File: config.mk
export PLATFORM = sky130hd
export DESIGN_NAME = battery_charge_monitor
export DESIGN_NICKNAME = d
export VERILOG_FILES = /design/src/design/bcm_pkg.sv /design/src/design/bcm_full_detect.sv /design/src/design/bcm_level_filter.sv /design/src/design/battery_charge_monitor.sv
export SDC_FILE = /design/constraint.sdc
export NUM_CORES = 1
export LEC_CHECK = 0
export ABC_AREA = 1
export BUFFER_PORTS_ARGS = -buffer_cell sky130_fd_sc_hd__buf_2
export CAP_MARGIN = 20
export CORE_ASPECT_RATIO = 0.6
export CORE_UTILIZATION = 56
export DETAILED_ROUTE_END_ITERATION = 6
export PLACE_DENSITY = 0.77
export REMOVE_ABC_BUFFERS = 1
export SLEW_MARGIN = 20
export SYNTH_ARGS = -nofsm -noshare
export SYNTH_HDL_FRONTEND = slang
export SYNTH_SLANG_ARGS = --single-unit
export TNS_END_PERCENT = 30
File: constraint.sdc
create_clock -name aclk -period 3.2 [get_ports aclk]
set_clock_uncertainty 0.05 [all_clocks]
set_input_delay 0.48 -clock aclk [delete_from_list [all_inputs] [get_ports aclk]]
set_output_delay 0.48 -clock aclk [all_outputs]
set_load 0.05 [all_outputs]
File: src/design/bcm_pkg.sv
// Shared constants and types for the battery charge monitor.
package bcm_pkg;

    // Sample and threshold width
    localparam int SAMPLE_BITS = 12;

    // Tick counts that govern full detection, level dwell and probe slots, and the near-full margin
    localparam int FULL_CONFIRM_TICKS = 1000;
    localparam int PLATEAU_TICKS      = 65500;
    localparam int LEVEL_DWELL_TICKS  = 600;
    localparam int PROBE_PERIOD       = 4;
    localparam int NEAR_FULL_MARGIN   = 6;

    // Counter widths derived from the tick counts, and the level code width
    localparam int OVER_W  = $clog2(FULL_CONFIRM_TICKS + 2);
    localparam int PLAT_W  = $clog2(PLATEAU_TICKS + 2);
    localparam int DWELL_W = $clog2(LEVEL_DWELL_TICKS + 1);
    localparam int PHASE_W = $clog2(PROBE_PERIOD);
    localparam int LEVEL_W = 2;

    // Stream and configuration widths
    localparam int S_TDATA_W  = ((SAMPLE_BITS + 7) / 8) * 8;
    localparam int M_TDATA_W  = 8;
    localparam int CFG_IDX_W  = 2;

    // Configuration register indexes
    localparam logic [CFG_IDX_W-1:0] REG_FULL_THR      = 2'd0;
    localparam logic [CFG_IDX_W-1:0] REG_LEVEL_ONE_THR = 2'd1;
    localparam logic [CFG_IDX_W-1:0] REG_LEVEL_TWO_THR = 2'd2;

    // Reset values of the configuration registers
    localparam logic [SAMPLE_BITS-1:0] FULL_THR_RST      = SAMPLE_BITS'(420);
    localparam logic [SAMPLE_BITS-1:0] LEVEL_ONE_THR_RST = SAMPLE_BITS'(370);
    localparam logic [SAMPLE_BITS-1:0] LEVEL_TWO_THR_RST = SAMPLE_BITS'(395);

    // Displayed level codes
    localparam logic [LEVEL_W-1:0] LEVEL_LOW  = 2'd0;
    localparam logic [LEVEL_W-1:0] LEVEL_MID  = 2'd1;
    localparam logic [LEVEL_W-1:0] LEVEL_HIGH = 2'd2;

    // Threshold set
    typedef struct packed {
        logic [SAMPLE_BITS-1:0] full_thr;
        logic [SAMPLE_BITS-1:0] level_one_thr;
        logic [SAMPLE_BITS-1:0] level_two_thr;
    } cfg_t;

    // Per-request step control handed to the state units
    typedef struct packed {
        logic fire;
        logic start;
    } step_t;

endpackage

File: src/design/bcm_full_detect.sv
// Full-charge detection: over-threshold count, peak tracker and plateau count.
module bcm_full_detect
    import bcm_pkg::*;
(
    input  logic                   aclk,
    input  logic                   aresetn,
    input  step_t                  step,
    input  logic [SAMPLE_BITS-1:0] sample,
    input  logic [SAMPLE_BITS-1:0] full_thr,
    output logic                   full_next_o
);

    localparam logic [SAMPLE_BITS:0] MARGIN_EXT = (SAMPLE_BITS + 1)'(NEAR_FULL_MARGIN);

    logic                   full_reg,    full_next;
    logic [OVER_W-1:0]      over_reg,    over_next;
    logic [PLAT_W-1:0]      plat_reg,    plat_next;
    logic [SAMPLE_BITS-1:0] peak_reg,    peak_next;
    logic                   near_full;
    logic                   over_full;
    logic                   plat_full;

    assign near_full = ({1'b0, sample} + MARGIN_EXT) > {1'b0, full_thr};

    // Next state for one tick or start request
    always_comb begin
        full_next = full_reg;
        over_next = over_reg;
        plat_next = plat_reg;
        peak_next = peak_reg;
        over_full = 1'b0;
        plat_full = 1'b0;
        if (step.start) begin
            full_next = 1'b0;
            over_next = '0;
            plat_next = '0;
            peak_next = '0;
        end else if (full_reg) begin
            over_next = '0;
            plat_next = '0;
        end else begin
            // Consecutive ticks above the full threshold
            if (sample > full_thr) begin
                over_next = over_reg + 1'b1;
                over_full = over_next > OVER_W'(FULL_CONFIRM_TICKS);
            end else begin
                over_next = '0;
            end
            // Peak loads a sample then steps one a tick; a stalled peak is plateau
            if (near_full) begin
                if (peak_reg < sample) begin
                    plat_next = '0;
                    if (peak_reg == '0) begin
                        peak_next = sample;
                    end else begin
                        peak_next = peak_reg + 1'b1;
                    end
                end else begin
                    plat_next = plat_reg + 1'b1;
                    plat_full = plat_next > PLAT_W'(PLATEAU_TICKS);
                end
            end else begin
                plat_next = '0;
            end
            if (over_full || plat_full) begin
                full_next = 1'b1;
                over_next = '0;
                plat_next = '0;
            end
        end
    end

    assign full_next_o = full_next;

    // State registers advance once per request
    always_ff @(posedge aclk) begin
        if (!aresetn) begin
            full_reg <= 1'b0;
            over_reg <= '0;
            plat_reg <= '0;
            peak_reg <= '0;
        end else if (step.fire) begin
            full_reg <= full_next;
            over_reg <= over_next;
            plat_reg <= plat_next;
            peak_reg <= peak_next;
        end
    end

endmodule

File: src/design/bcm_level_filter.sv
// Displayed charge level with direction dwell filtering.
module bcm_level_filter
    import bcm_pkg::*;
(
    input  logic                   aclk,
    input  logic                   aresetn,
    input  step_t                  step,
    input  logic                   level_en,
    input  logic [SAMPLE_BITS-1:0] sample,
    input  cfg_t                   cfg,
    output logic [LEVEL_W-1:0]     shown_next_o
);

    logic [LEVEL_W-1:0] shown_reg, shown_next;
    logic [DWELL_W-1:0] dwell_reg, dwell_next;
    logic               up_reg,    up_next;
    logic               down_reg,  down_next;
    logic               first_reg, first_next;
    logic [LEVEL_W-1:0] lvl;
    logic [LEVEL_W-1:0] base;
    logic [DWELL_W-1:0] dwell_inc;

    // Sampled level from the two thresholds
    always_comb begin
        lvl = LEVEL_LOW;
        if (sample > cfg.level_one_thr) begin
            lvl = (sample > cfg.level_two_thr) ? LEVEL_HIGH : LEVEL_MID;
        end
    end

    // The first check after a start copies the sampled level straight across
    assign base      = first_reg ? lvl : shown_reg;
    assign dwell_inc = dwell_reg + 1'b1;

    // Next state: start clears direction, enabled ticks run the dwell filter
    always_comb begin
        shown_next = shown_reg;
        dwell_next = dwell_reg;
        up_next    = up_reg;
        down_next  = down_reg;
        first_next = first_reg;
        if (step.start) begin
            up_next    = 1'b0;
            down_next  = 1'b0;
            first_next = 1'b1;
        end else if (level_en) begin
            first_next = 1'b0;
            shown_next = base;
            if (lvl > base) begin
                down_next = 1'b0;
                if (up_reg) begin
                    dwell_next = dwell_inc;
                    if (dwell_inc >= DWELL_W'(LEVEL_DWELL_TICKS)) begin
                        dwell_next = '0;
                        shown_next = base + 1'b1;
                    end
                end else begin
                    up_next    = 1'b1;
                    dwell_next = DWELL_W'(1);
                end
            end else if (lvl < base) begin
                up_next = 1'b0;
                if (down_reg) begin
                    dwell_next = dwell_inc;
                    if (dwell_inc >= DWELL_W'(LEVEL_DWELL_TICKS)) begin
                        dwell_next = '0;
                        shown_next = base - 1'b1;
                    end
                end else begin
                    down_next  = 1'b1;
                    dwell_next = DWELL_W'(1);
                end
            end else begin
                up_next   = 1'b0;
                down_next = 1'b0;
            end
        end
    end

    assign shown_next_o = shown_next;

    // State registers advance once per request
    always_ff @(posedge aclk) begin
        if (!aresetn) begin
            shown_reg <= LEVEL_LOW;
            dwell_reg <= '0;
            up_reg    <= 1'b0;
            down_reg  <= 1'b0;
            first_reg <= 1'b0;
        end else if (step.fire) begin
            shown_reg <= shown_next;
            dwell_reg <= dwell_next;
            up_reg    <= up_next;
            down_reg  <= down_next;
            first_reg <= first_next;
        end
    end

endmodule

File: src/design/battery_charge_monitor.sv
// Top level of the battery charge monitor: stream stages, settings and probe phase.
//
// Usage: each request on the s_axis channel is one 5 ms tick carrying a battery
// sample (tuser low) or a charger-connect start (tuser high). Every request gives
// exactly one result on the m_axis channel: full flag, displayed level, charge
// switch state and probe slot marker.
// Thresholds are written through the cfg channel (index 0 full, 1 level one,
// 2 level two); cfg_ready is always high and writes to other indexes are dropped.
// Write them only while no request is in flight.
// An accepted request is held in the input register, worked on by the compare
// and counter logic, and moves into the result register, which drives
// m_axis_tvalid, once that register is empty or being emptied.
// Throughput: one request per cycle while results are taken, set by the single
// pass from the input register through the state update into the result register.
// Reset (aresetn low, synchronous) empties both stages, restores the default
// thresholds and clears all charge state.
// When m_axis_tready is low the result holds, the input register keeps one
// request, and s_axis_tready drops until the result is taken.
module battery_charge_monitor
    import bcm_pkg::*;
(
    input  logic                   aclk,
    input  logic                   aresetn,
    // Request channel
    input  logic                   s_axis_tvalid,
    output logic                   s_axis_tready,
    input  logic [S_TDATA_W-1:0]   s_axis_tdata,   // [11:0] supply_sample
    input  logic                   s_axis_tuser,   // [0] action
    // Result channel
    output logic                   m_axis_tvalid,
    input  logic                   m_axis_tready,
    output logic [M_TDATA_W-1:0]   m_axis_tdata,   // [0] full_res, [2:1] charge_level,
                                                   // [3] charge_on, [4] probe_slot
    // Configuration write channel
    input  logic                   cfg_valid,
    output logic                   cfg_ready,
    input  logic [CFG_IDX_W-1:0]   cfg_index,
    input  logic [SAMPLE_BITS-1:0] cfg_data
);

    logic                   in_valid_reg,  in_valid_next;
    logic                   in_action_reg;
    logic [SAMPLE_BITS-1:0] in_sample_reg;
    logic                   out_valid_reg, out_valid_next;
    logic [M_TDATA_W-1:0]   out_data_reg;
    logic [PHASE_W-1:0]     phase_reg,     phase_next;
    cfg_t                   cfg_reg;
    logic                   advance;
    logic                   in_take;
    logic                   is_tick;
    logic                   probe;
    logic                   charge;
    logic                   full_next;
    logic [LEVEL_W-1:0]     shown_next;
    step_t                  step;

    // Configuration registers
    assign cfg_ready = 1'b1;

    always_ff @(posedge aclk) begin
        if (!aresetn) begin
            cfg_reg.full_thr      <= FULL_THR_RST;
            cfg_reg.level_one_thr <= LEVEL_ONE_THR_RST;
            cfg_reg.level_two_thr <= LEVEL_TWO_THR_RST;
        end else if (cfg_valid) begin
            unique case (cfg_index)
                REG_FULL_THR:      cfg_reg.full_thr      <= cfg_data;
                REG_LEVEL_ONE_THR: cfg_reg.level_one_thr <= cfg_data;
                REG_LEVEL_TWO_THR: cfg_reg.level_two_thr <= cfg_data;
                default: ;
            endcase
        end
    end

    // Handshake: the held request moves on whenever the result register is free
    assign advance       = in_valid_reg && (!out_valid_reg || m_axis_tready);
    assign s_axis_tready = !in_valid_reg || advance;
    assign in_take       = s_axis_tvalid && s_axis_tready;

    assign in_valid_next  = in_take ? 1'b1 : (advance ? 1'b0 : in_valid_reg);
    assign out_valid_next = advance ? 1'b1 : (m_axis_tready ? 1'b0 : out_valid_reg);

    // Input register
    always_ff @(posedge aclk) begin
        if (!aresetn) begin
            in_valid_reg <= 1'b0;
        end else begin
            in_valid_reg <= in_valid_next;
        end
    end

    always_ff @(posedge aclk) begin
        if (in_take) begin
            in_action_reg <= s_axis_tuser;
            in_sample_reg <= s_axis_tdata[SAMPLE_BITS-1:0];
        end
    end

    // Probe phase: every PROBE_PERIOD-th tick is a disconnect probe slot
    assign is_tick = !in_action_reg;
    assign probe   = is_tick && (phase_reg == PHASE_W'(PROBE_PERIOD - 1));
    assign charge  = is_tick && !probe && !full_next;

    always_comb begin
        phase_next = phase_reg;
        if (is_tick) begin
            phase_next = probe ? '0 : phase_reg + 1'b1;
        end
    end

    always_ff @(posedge aclk) begin
        if (!aresetn) begin
            phase_reg <= '0;
        end else if (advance) begin
            phase_reg <= phase_next;
        end
    end

    assign step.fire  = advance;
    assign step.start = in_action_reg;

    bcm_full_detect u_full (
        .aclk        (aclk),
        .aresetn     (aresetn),
        .step        (step),
        .sample      (in_sample_reg),
        .full_thr    (cfg_reg.full_thr),
        .full_next_o (full_next)
    );

    bcm_level_filter u_level (
        .aclk         (aclk),
        .aresetn      (aresetn),
        .step         (step),
        .level_en     (charge),
        .sample       (in_sample_reg),
        .cfg          (cfg_reg),
        .shown_next_o (shown_next)
    );

    // Result register
    always_ff @(posedge aclk) begin
        if (!aresetn) begin
            out_valid_reg <= 1'b0;
        end else begin
            out_valid_reg <= out_valid_next;
        end
    end

    always_ff @(posedge aclk) begin
        if (advance) begin
            out_data_reg <= {3'b000, probe, charge, shown_next, full_next};
        end
    end

    assign m_axis_tvalid = out_valid_reg;
    assign m_axis_tdata  = out_data_reg;

    // The displayed level never takes the unused code.
    a_level_range: assert property (@(posedge aclk) disable iff (!aresetn)
        m_axis_tvalid |-> (m_axis_tdata[2:1] != 2'd3))
        else $error("displayed level out of range");

    // Charging is never on while full or in a probe slot.
    a_charge_off: assert property (@(posedge aclk) disable iff (!aresetn)
        m_axis_tvalid |-> !(m_axis_tdata[3] && (m_axis_tdata[0] || m_axis_tdata[4])))
        else $error("charge switch on while full or probing");

    // A start request always reports not full and no charging.
    a_start_result: assert property (@(posedge aclk) disable iff (!aresetn)
        (advance && in_action_reg) |=> (m_axis_tdata[4:3] == 2'b00 && !m_axis_tdata[0]))
        else $error("start result carries charge state");

    // A stalled result register never takes a new request.
    a_no_overwrite: assert property (@(posedge aclk) disable iff (!aresetn)
        (out_valid_reg && !m_axis_tready) |-> !advance)
        else $error("result overwritten while stalled");

endmodule

==> results of run 1 <==
-- synth_stat cells, drive strengths merged (7+ instances only) --
library cell	number	share of area, %
dfxtp	94	26
buf	9	0.90
nand4	33	2.9
xor2	18	2.2
nand2	212	11
o21bai	7	0.83
clkbuf	19	0.99
nor2	130	7.3
o21ai	55	3.9
xnor2	8	0.97
inv	137	7.2
nor3	12	0.99
edfxtp	18	7.5
nand3	53	4.3
a21oi	91	6.5
o211ai	18	1.9
ha	69	12
-- metrics by stage --
step	setup TNS [ns]	instance area, um^2
after global placement	-6.07	7930
after CTS	-0.465	8670
after global routing	-11.11	9110
final	-5.36	9110
after floorplan	0	7090
after detailed placement	-11.31	7930
-- where the power goes --
part / leakage [nW] / switching [mW] / total [mW] / internal, mW
combinational: 2.94 / 0.508 / 0.865 / 0.357
sequential: 0.939 / 0.0540 / 1.55 / 1.49
clock: 0.147 / 0.546 / 1.16 / 0.613
-- logic make-up (layout without fill, tap and decap cells) --
group                      Yosys count  count (layout)  share of synthesized area [%]
AOI/OAI and AO/OA                  182             182                           14.3
xor gates and xnor gates            26              26                           3.15
adders and majority gates           69              69                           12.0
buffers and inverters              167             288                           9.15
DFF                                112             112                           33.5
other                                2               4                          0.104
and+or+nand+nor                    450             451                           27.9
-- final cells by class --
type	instances	area share, %
inverter	139	5.92
tap	165	2.27
timing repair buffer	133	10.8
clock buffer	10	2.51
sequential	112	26.6
clock inverter	6	0.728
multi-input combinational	732	51.1
-- placed cells by master (no fill, tap or decap), drive strengths merged, types with 3 or more instances in the layout --
| cell type | netlist | routed |
|---|---|---|
| nand2 | 212 | 213 |
| inv | 137 | 138 |
| buf | 9 | 133 |
| nor2 | 130 | 130 |
| dfxtp | 94 | 94 |
| a21oi | 91 | 91 |
| ha | 69 | 69 |
| o21ai | 55 | 55 |
| nand3 | 53 | 53 |
| nand4 | 33 | 33 |
| xor2 | 18 | 18 |
| o211ai | 18 | 18 |
| edfxtp | 18 | 18 |
| nor3 | 12 | 12 |
| clkbuf | 19 | 10 |
| xnor2 | 8 | 8 |
| o21bai | 7 | 7 |
| o2111ai | 6 | 6 |
| clkinv | 2 | 6 |
| nand3b | 4 | 4 |
| conb | 2 | 4 |
| a21o | 3 | 3 |
-- how the worst max path moves through the flow --
stage | cells after the start | endpoint | from | slack, ns
finish | 25 | m_axis_tdata[2]$_DFFE_PP_ | in_sample_reg[3]$_DFFE_PP_ | -0.17
global route | 23 | u_level.shown_reg[1]$_SDFFE_PN0P_ | in_sample_reg[9]$_DFFE_PP_ | -0.33
detailed placement | 23 | u_level.dwell_reg[1]$_SDFFE_PN0P_ | in_sample_reg[11]$_DFFE_PP_ | -0.37
CTS | 20 | u_level.dwell_reg[7]$_SDFFE_PN0P_ | in_sample_reg[1]$_DFFE_PP_ | -0.04
global placement | 22 | u_level.dwell_reg[5]$_SDFFE_PN0P_ | in_sample_reg[11]$_DFFE_PP_ | -0.29
floorplan | 20 | u_full.peak_reg[10]$_SDFFE_PN0P_ | in_sample_reg[1]$_DFFE_PP_ | 0.004
-- timing repair --
item                                    4_1_cts  5_1_grt
hold endpoints to repair                      0        0
setup buffers                                28       13
pin swaps                                    44       45
resized for setup                            56       86
endpoints found under the setup margin       57       58
cloned                                        1        0
hold buffers                                  0        0
-- per-layer routing --
metal	wire length (um)	global-route usage, %
met1	9710	44.2
met2	8400	40.9
met3	1500	6.24
met4	290	6.87
met5	0	0
==> impl_metrics.json, run 1 <==
{
  "status": "finished, violations left",
  "violations": "negative setup slack",
  "synth.avg_cell_area_um2": 7.17,
  "critPathSlowestCell": "edfxtp_1",
  "grt_usage_pct": 29.0,
  "dp_hpwl_um": 13200,
  "overflow": 0,
  "core_region_area_mm2": 0.0123,
  "routedWlPerCell_um": 15.3,
  "critPathRequiredTime_ns": 3.26,
  "peakVddDrop_v": 0.000335,
  "path_class": "reg -> reg",
  "clock_path_buffers": 2,
  "synth_flop_cell": "dfxtp_1",
  "clk_pin_slew_worst_paths_ns": 0.07,
  "portBuffers": 38,
  "initial_core_util_pct": 58.7,
  "p_total_mw": 3.57,
  "drc": 0,
  "numCtsBuffers": 9,
  "num_vias": 7122,
  "dr.pass1.iters": 5,
  "min_to": "in_sample_reg[1]$_DFFE_PP_",
  "ys_ff_latch": 112,
  "synth-edff-count": 18,
  "areaGrowthSynthToFinish_pct": 26.1,
  "synth-seq-area-share_pct": 33.5,
  "antenna_left": 0,
  "reg2regPathDepth": 25,
  "rsz0062_at_grt": "true",
  "max_freq_mhz": 296,
  "hold_depth": 1,
  "die_h_um": 90.0,
  "critical_path.max_fanout": 3,
  "io_pins": 47,
  "timing.hold.ws_ns": 0.243,
  "via_per_inst": 5.49,
  "nets": 1232,
  "setup_violations": 57,
  "critPathTopFamily": "simple AND/OR/NAND/NOR gates",
  "synth_area_mm2": 0.00722,
  "insertion_delay_ns": 0.36,
  "grt_pass1_wl_um": 31100,
  "syn_inst": 1008,
  "drtIter0Drc": 619,
  "layout_min_cycle_time_ns": 3.37,
  "fp-row-count": 31,
  "htree_levels": 3,
  "hold_viol": 0,
  "cpPeakStageDelay_ns": 0.44,
  "antenna_found_initial": 0,
  "crit_buf_inv": 7,
  "clkSinkCount": 112,
  "wl_um": 19900,
  "dp_slack_ns": -0.366,
  "grt_start_max_net_pins": 54,
  "final.fill_count": 904,
  "finalMaxSlewViolations": 0,
  "fin_cells": 1297,
  "max-cap-violations": 0,
  "critPathLaunchType": "flip-flop",
  "cp_data_arrival_time_ns": 3.44,
  "r2r_start": "in_sample_reg[3]$_DFFE_PP_",
  "antennaDiodeCount": 0,
  "grt_pass1_vias": 6369,
  "place_congestion": 0.903,
  "cts_tree": "done",
  "dieArea_mm2": 0.0134,
  "synth_cell_types": 46,
  "endpoint_kind": "flip-flop",
  "multi_input_area_mm2": 0.00466,
  "die_width_um": 149,
  "largest_register_ffs": 36,
  "post-route-period-util_pct": 105,
  "drive_above_1_share_pct": 24.5,
  "final.setup.worst_slack_ns": -0.174,
  "power_density_mw_per_mm2": 392,
  "slew_headroom_pct": 41.6,
  "hold_class": "in -> reg",
  "timing.rr.end": "m_axis_tdata[2]$_DFFE_PP_",
  "final_util_pct": 74.1,
  "seq_area_mm2": 0.00242,
  "r2r_slack_ns": -0.17,
  "tightestPinTransition_ns": 0.875,
  "cts_root_buffer": "clkbuf_16",
  "post-place-cells": 1240,
  "p_leak_nw": 4.03,
  "yosysWarnings": 0,
  "synthArstFlopShare_pct": 0,
  "min_from": "s_axis_tdata[1]"
}
Note: power is estimated with default switching activity, not from simulation.
==> inputs of run 2 (changes only) <==
Settings changed: MAX_ROUTING_LAYER set to met4, SKIP_CTS_REPAIR_TIMING set to 1.
==> impl_metrics.json, run 2 (same netlist as run 1, synthesis figures left out) <==
{
  "grt_pass1_vias": 6084,
  "antennaDiodeCount": 0,
  "dr.pass1.iters": 7,
  "power_density_mw_per_mm2": 396,
  "dieArea_mm2": 0.0134,
  "p_switching_mw": 1.09,
  "drtIter0Drc": 634,
  "max-cap-violations": 0,
  "critPathRequiredTime_ns": 3.26,
  "post-route-period-util_pct": 103,
  "antenna_found_initial": 0,
  "clockPowerShare_pct": 32.7,
  "endpoint_kind": "flip-flop",
  "io_pins": 47,
  "htree_levels": 3,
  "final_cell_area_mm2": 0.00892,
  "numCtsBuffers": 9,
  "largest_register_ffs": 36,
  "core_region_area_mm2": 0.0123,
  "seq_power_share_pct": 43.8,
  "swShare_pct": 30.8,
  "finalMaxSlewViolations": 0,
  "initial_core_util_pct": 58.7,
  "grt_usage_pct": 28.1,
  "overflow": 0,
  "slew_headroom_pct": 41.1,
  "post-place-cells": 1240,
  "clock_path_buffers": 2,
  "critPathLaunchType": "flip-flop",
  "fin_cells": 1279,
  "r2r_start": "in_sample_reg[5]$_DFFE_PP_",
  "place_congestion": 0.919,
  "peakVddDrop_v": 0.000345,
  "routedWlPerCell_um": 14.8,
  "grt_pass1_wl_um": 29400,
  "nets": 1214,
  "path_class": "reg -> reg",
  "die_h_um": 90.0,
  "cts_root_buffer": "clkbuf_16",
  "rsz0062_at_grt": "true",
  "layout_commonest_cell": "nand2_1",
  "p_leak_nw": 3.93,
  "fp-row-count": 31,
  "dp_slack_ns": -0.366,
  "dp_hpwl_um": 13200,
  "p_total_mw": 3.53,
  "max_freq_mhz": 304,
  "final_cell_mix": "nand2_1 (183), inv_1 (122), nor2_1 (101), dfxtp_1 (94), a21oi_1 (80)",
  "cp_data_arrival_time_ns": 3.36,
  "critical_path.max_fanout": 4,
  "final.setup.worst_slack_ns": -0.0948,
  "min_from": "s_axis_tdata[1]",
  "status": "finished, violations left",
  "areaGrowthSynthToFinish_pct": 23.6,
  "via_per_inst": 5.48,
  "hold_viol": 0,
  "comb_power_share_pct": 23.5,
  "timing.hold.ws_ns": 0.245,
  "die_width_um": 149,
  "drive_above_1_share_pct": 22.9,
  "placed_area_mm2": 0.00793,
  "layout_min_cycle_time_ns": 3.29,
  "cts_tree": "done",
  "violations": "negative setup slack",
  "clkSinkCount": 112,
  "drc": 0,
  "final.fill_count": 959,
  "grt_start_max_net_pins": 54,
  "final_util_pct": 72.6,
  "tns_ns": -0.903,
  "tightestPinTransition_ns": 0.882,
  "setup_violations": 15,
  "insertion_delay_ns": 0.36,
  "portBuffers": 38,
  "num_vias": 7009,
  "wl_um": 18900,
  "antenna_left": 0,
  "hold_class": "in -> reg",
  "cp-startpoint": "in_sample_reg[5]$_DFFE_PP_",
  "clk_pin_slew_worst_paths_ns": 0.07,
  "intPower_mw": 2.44
}
run 2: area by class of cell:
cell class,instances,area [um^2],share of cell area (%)
multi-input combinational,732,4630,51.9
sequential,112,2420,27.1
timing repair buffer,115,847,9.49
inverter,139,524,5.87
clock buffer,10,229,2.57
tap,165,206,2.31
clock inverter,6,66.3,0.743
run 2: layer usage:
layer	global-route usage (%)	up-vias	part of all wire [%]
met2	36.3	214	41
li1	-	3530	-
met3	6.95	14	7.6
met1	42.9	3251	50
met4	6.01	0	0.87
met5	-	-	0
run 2: worst paths after layout:
path         slack, ns                          to  cells past startpoint
max              -0.09   m_axis_tdata[2]$_DFFE_PP_                     21
min               0.24  in_sample_reg[1]$_DFFE_PP_                      1
max reg2reg      -0.09   m_axis_tdata[2]$_DFFE_PP_                     21
min reg2reg       0.41    cfg_reg[14]$_SDFFE_PN0P_                      2
run 2: power groups by stage:
| stage | sequential, mW | clock [mW] | combinational, mW |
|---|---|---|---|
| finish | 1.55 | 1.15 | 0.830 |
| global route | 1.55 | 1.23 | 0.915 |
| CTS | 1.54 | 1.17 | 0.655 |
| detailed placement | 1.57 | 0 | 0.648 |
| global placement | 1.57 | 0 | 0.634 |
| floorplan | 1.58 | 0 | 0.403 |
run 2: worst max-delay path, stage by stage (launching register included):
cell,delay [ns]
edfxtp_1,0.51
ha_1,0.34
nand2_1,0.09
nor2_2,0.12
nand2_2,0.07
buf_4,0.14
nor2_2,0.16
nor2_4,0.07
buf_4,0.14
nand2_1,0.06
inv_1,0.06
ha_4,0.27
inv_2,0.04
nor2_4,0.14
nor2_4,0.06
a21oi_4,0.18
nand2_2,0.11
buf_6,0.14
nand2_4,0.06
nand4_1,0.09
nand3_2,0.12
nand2_1,0.06
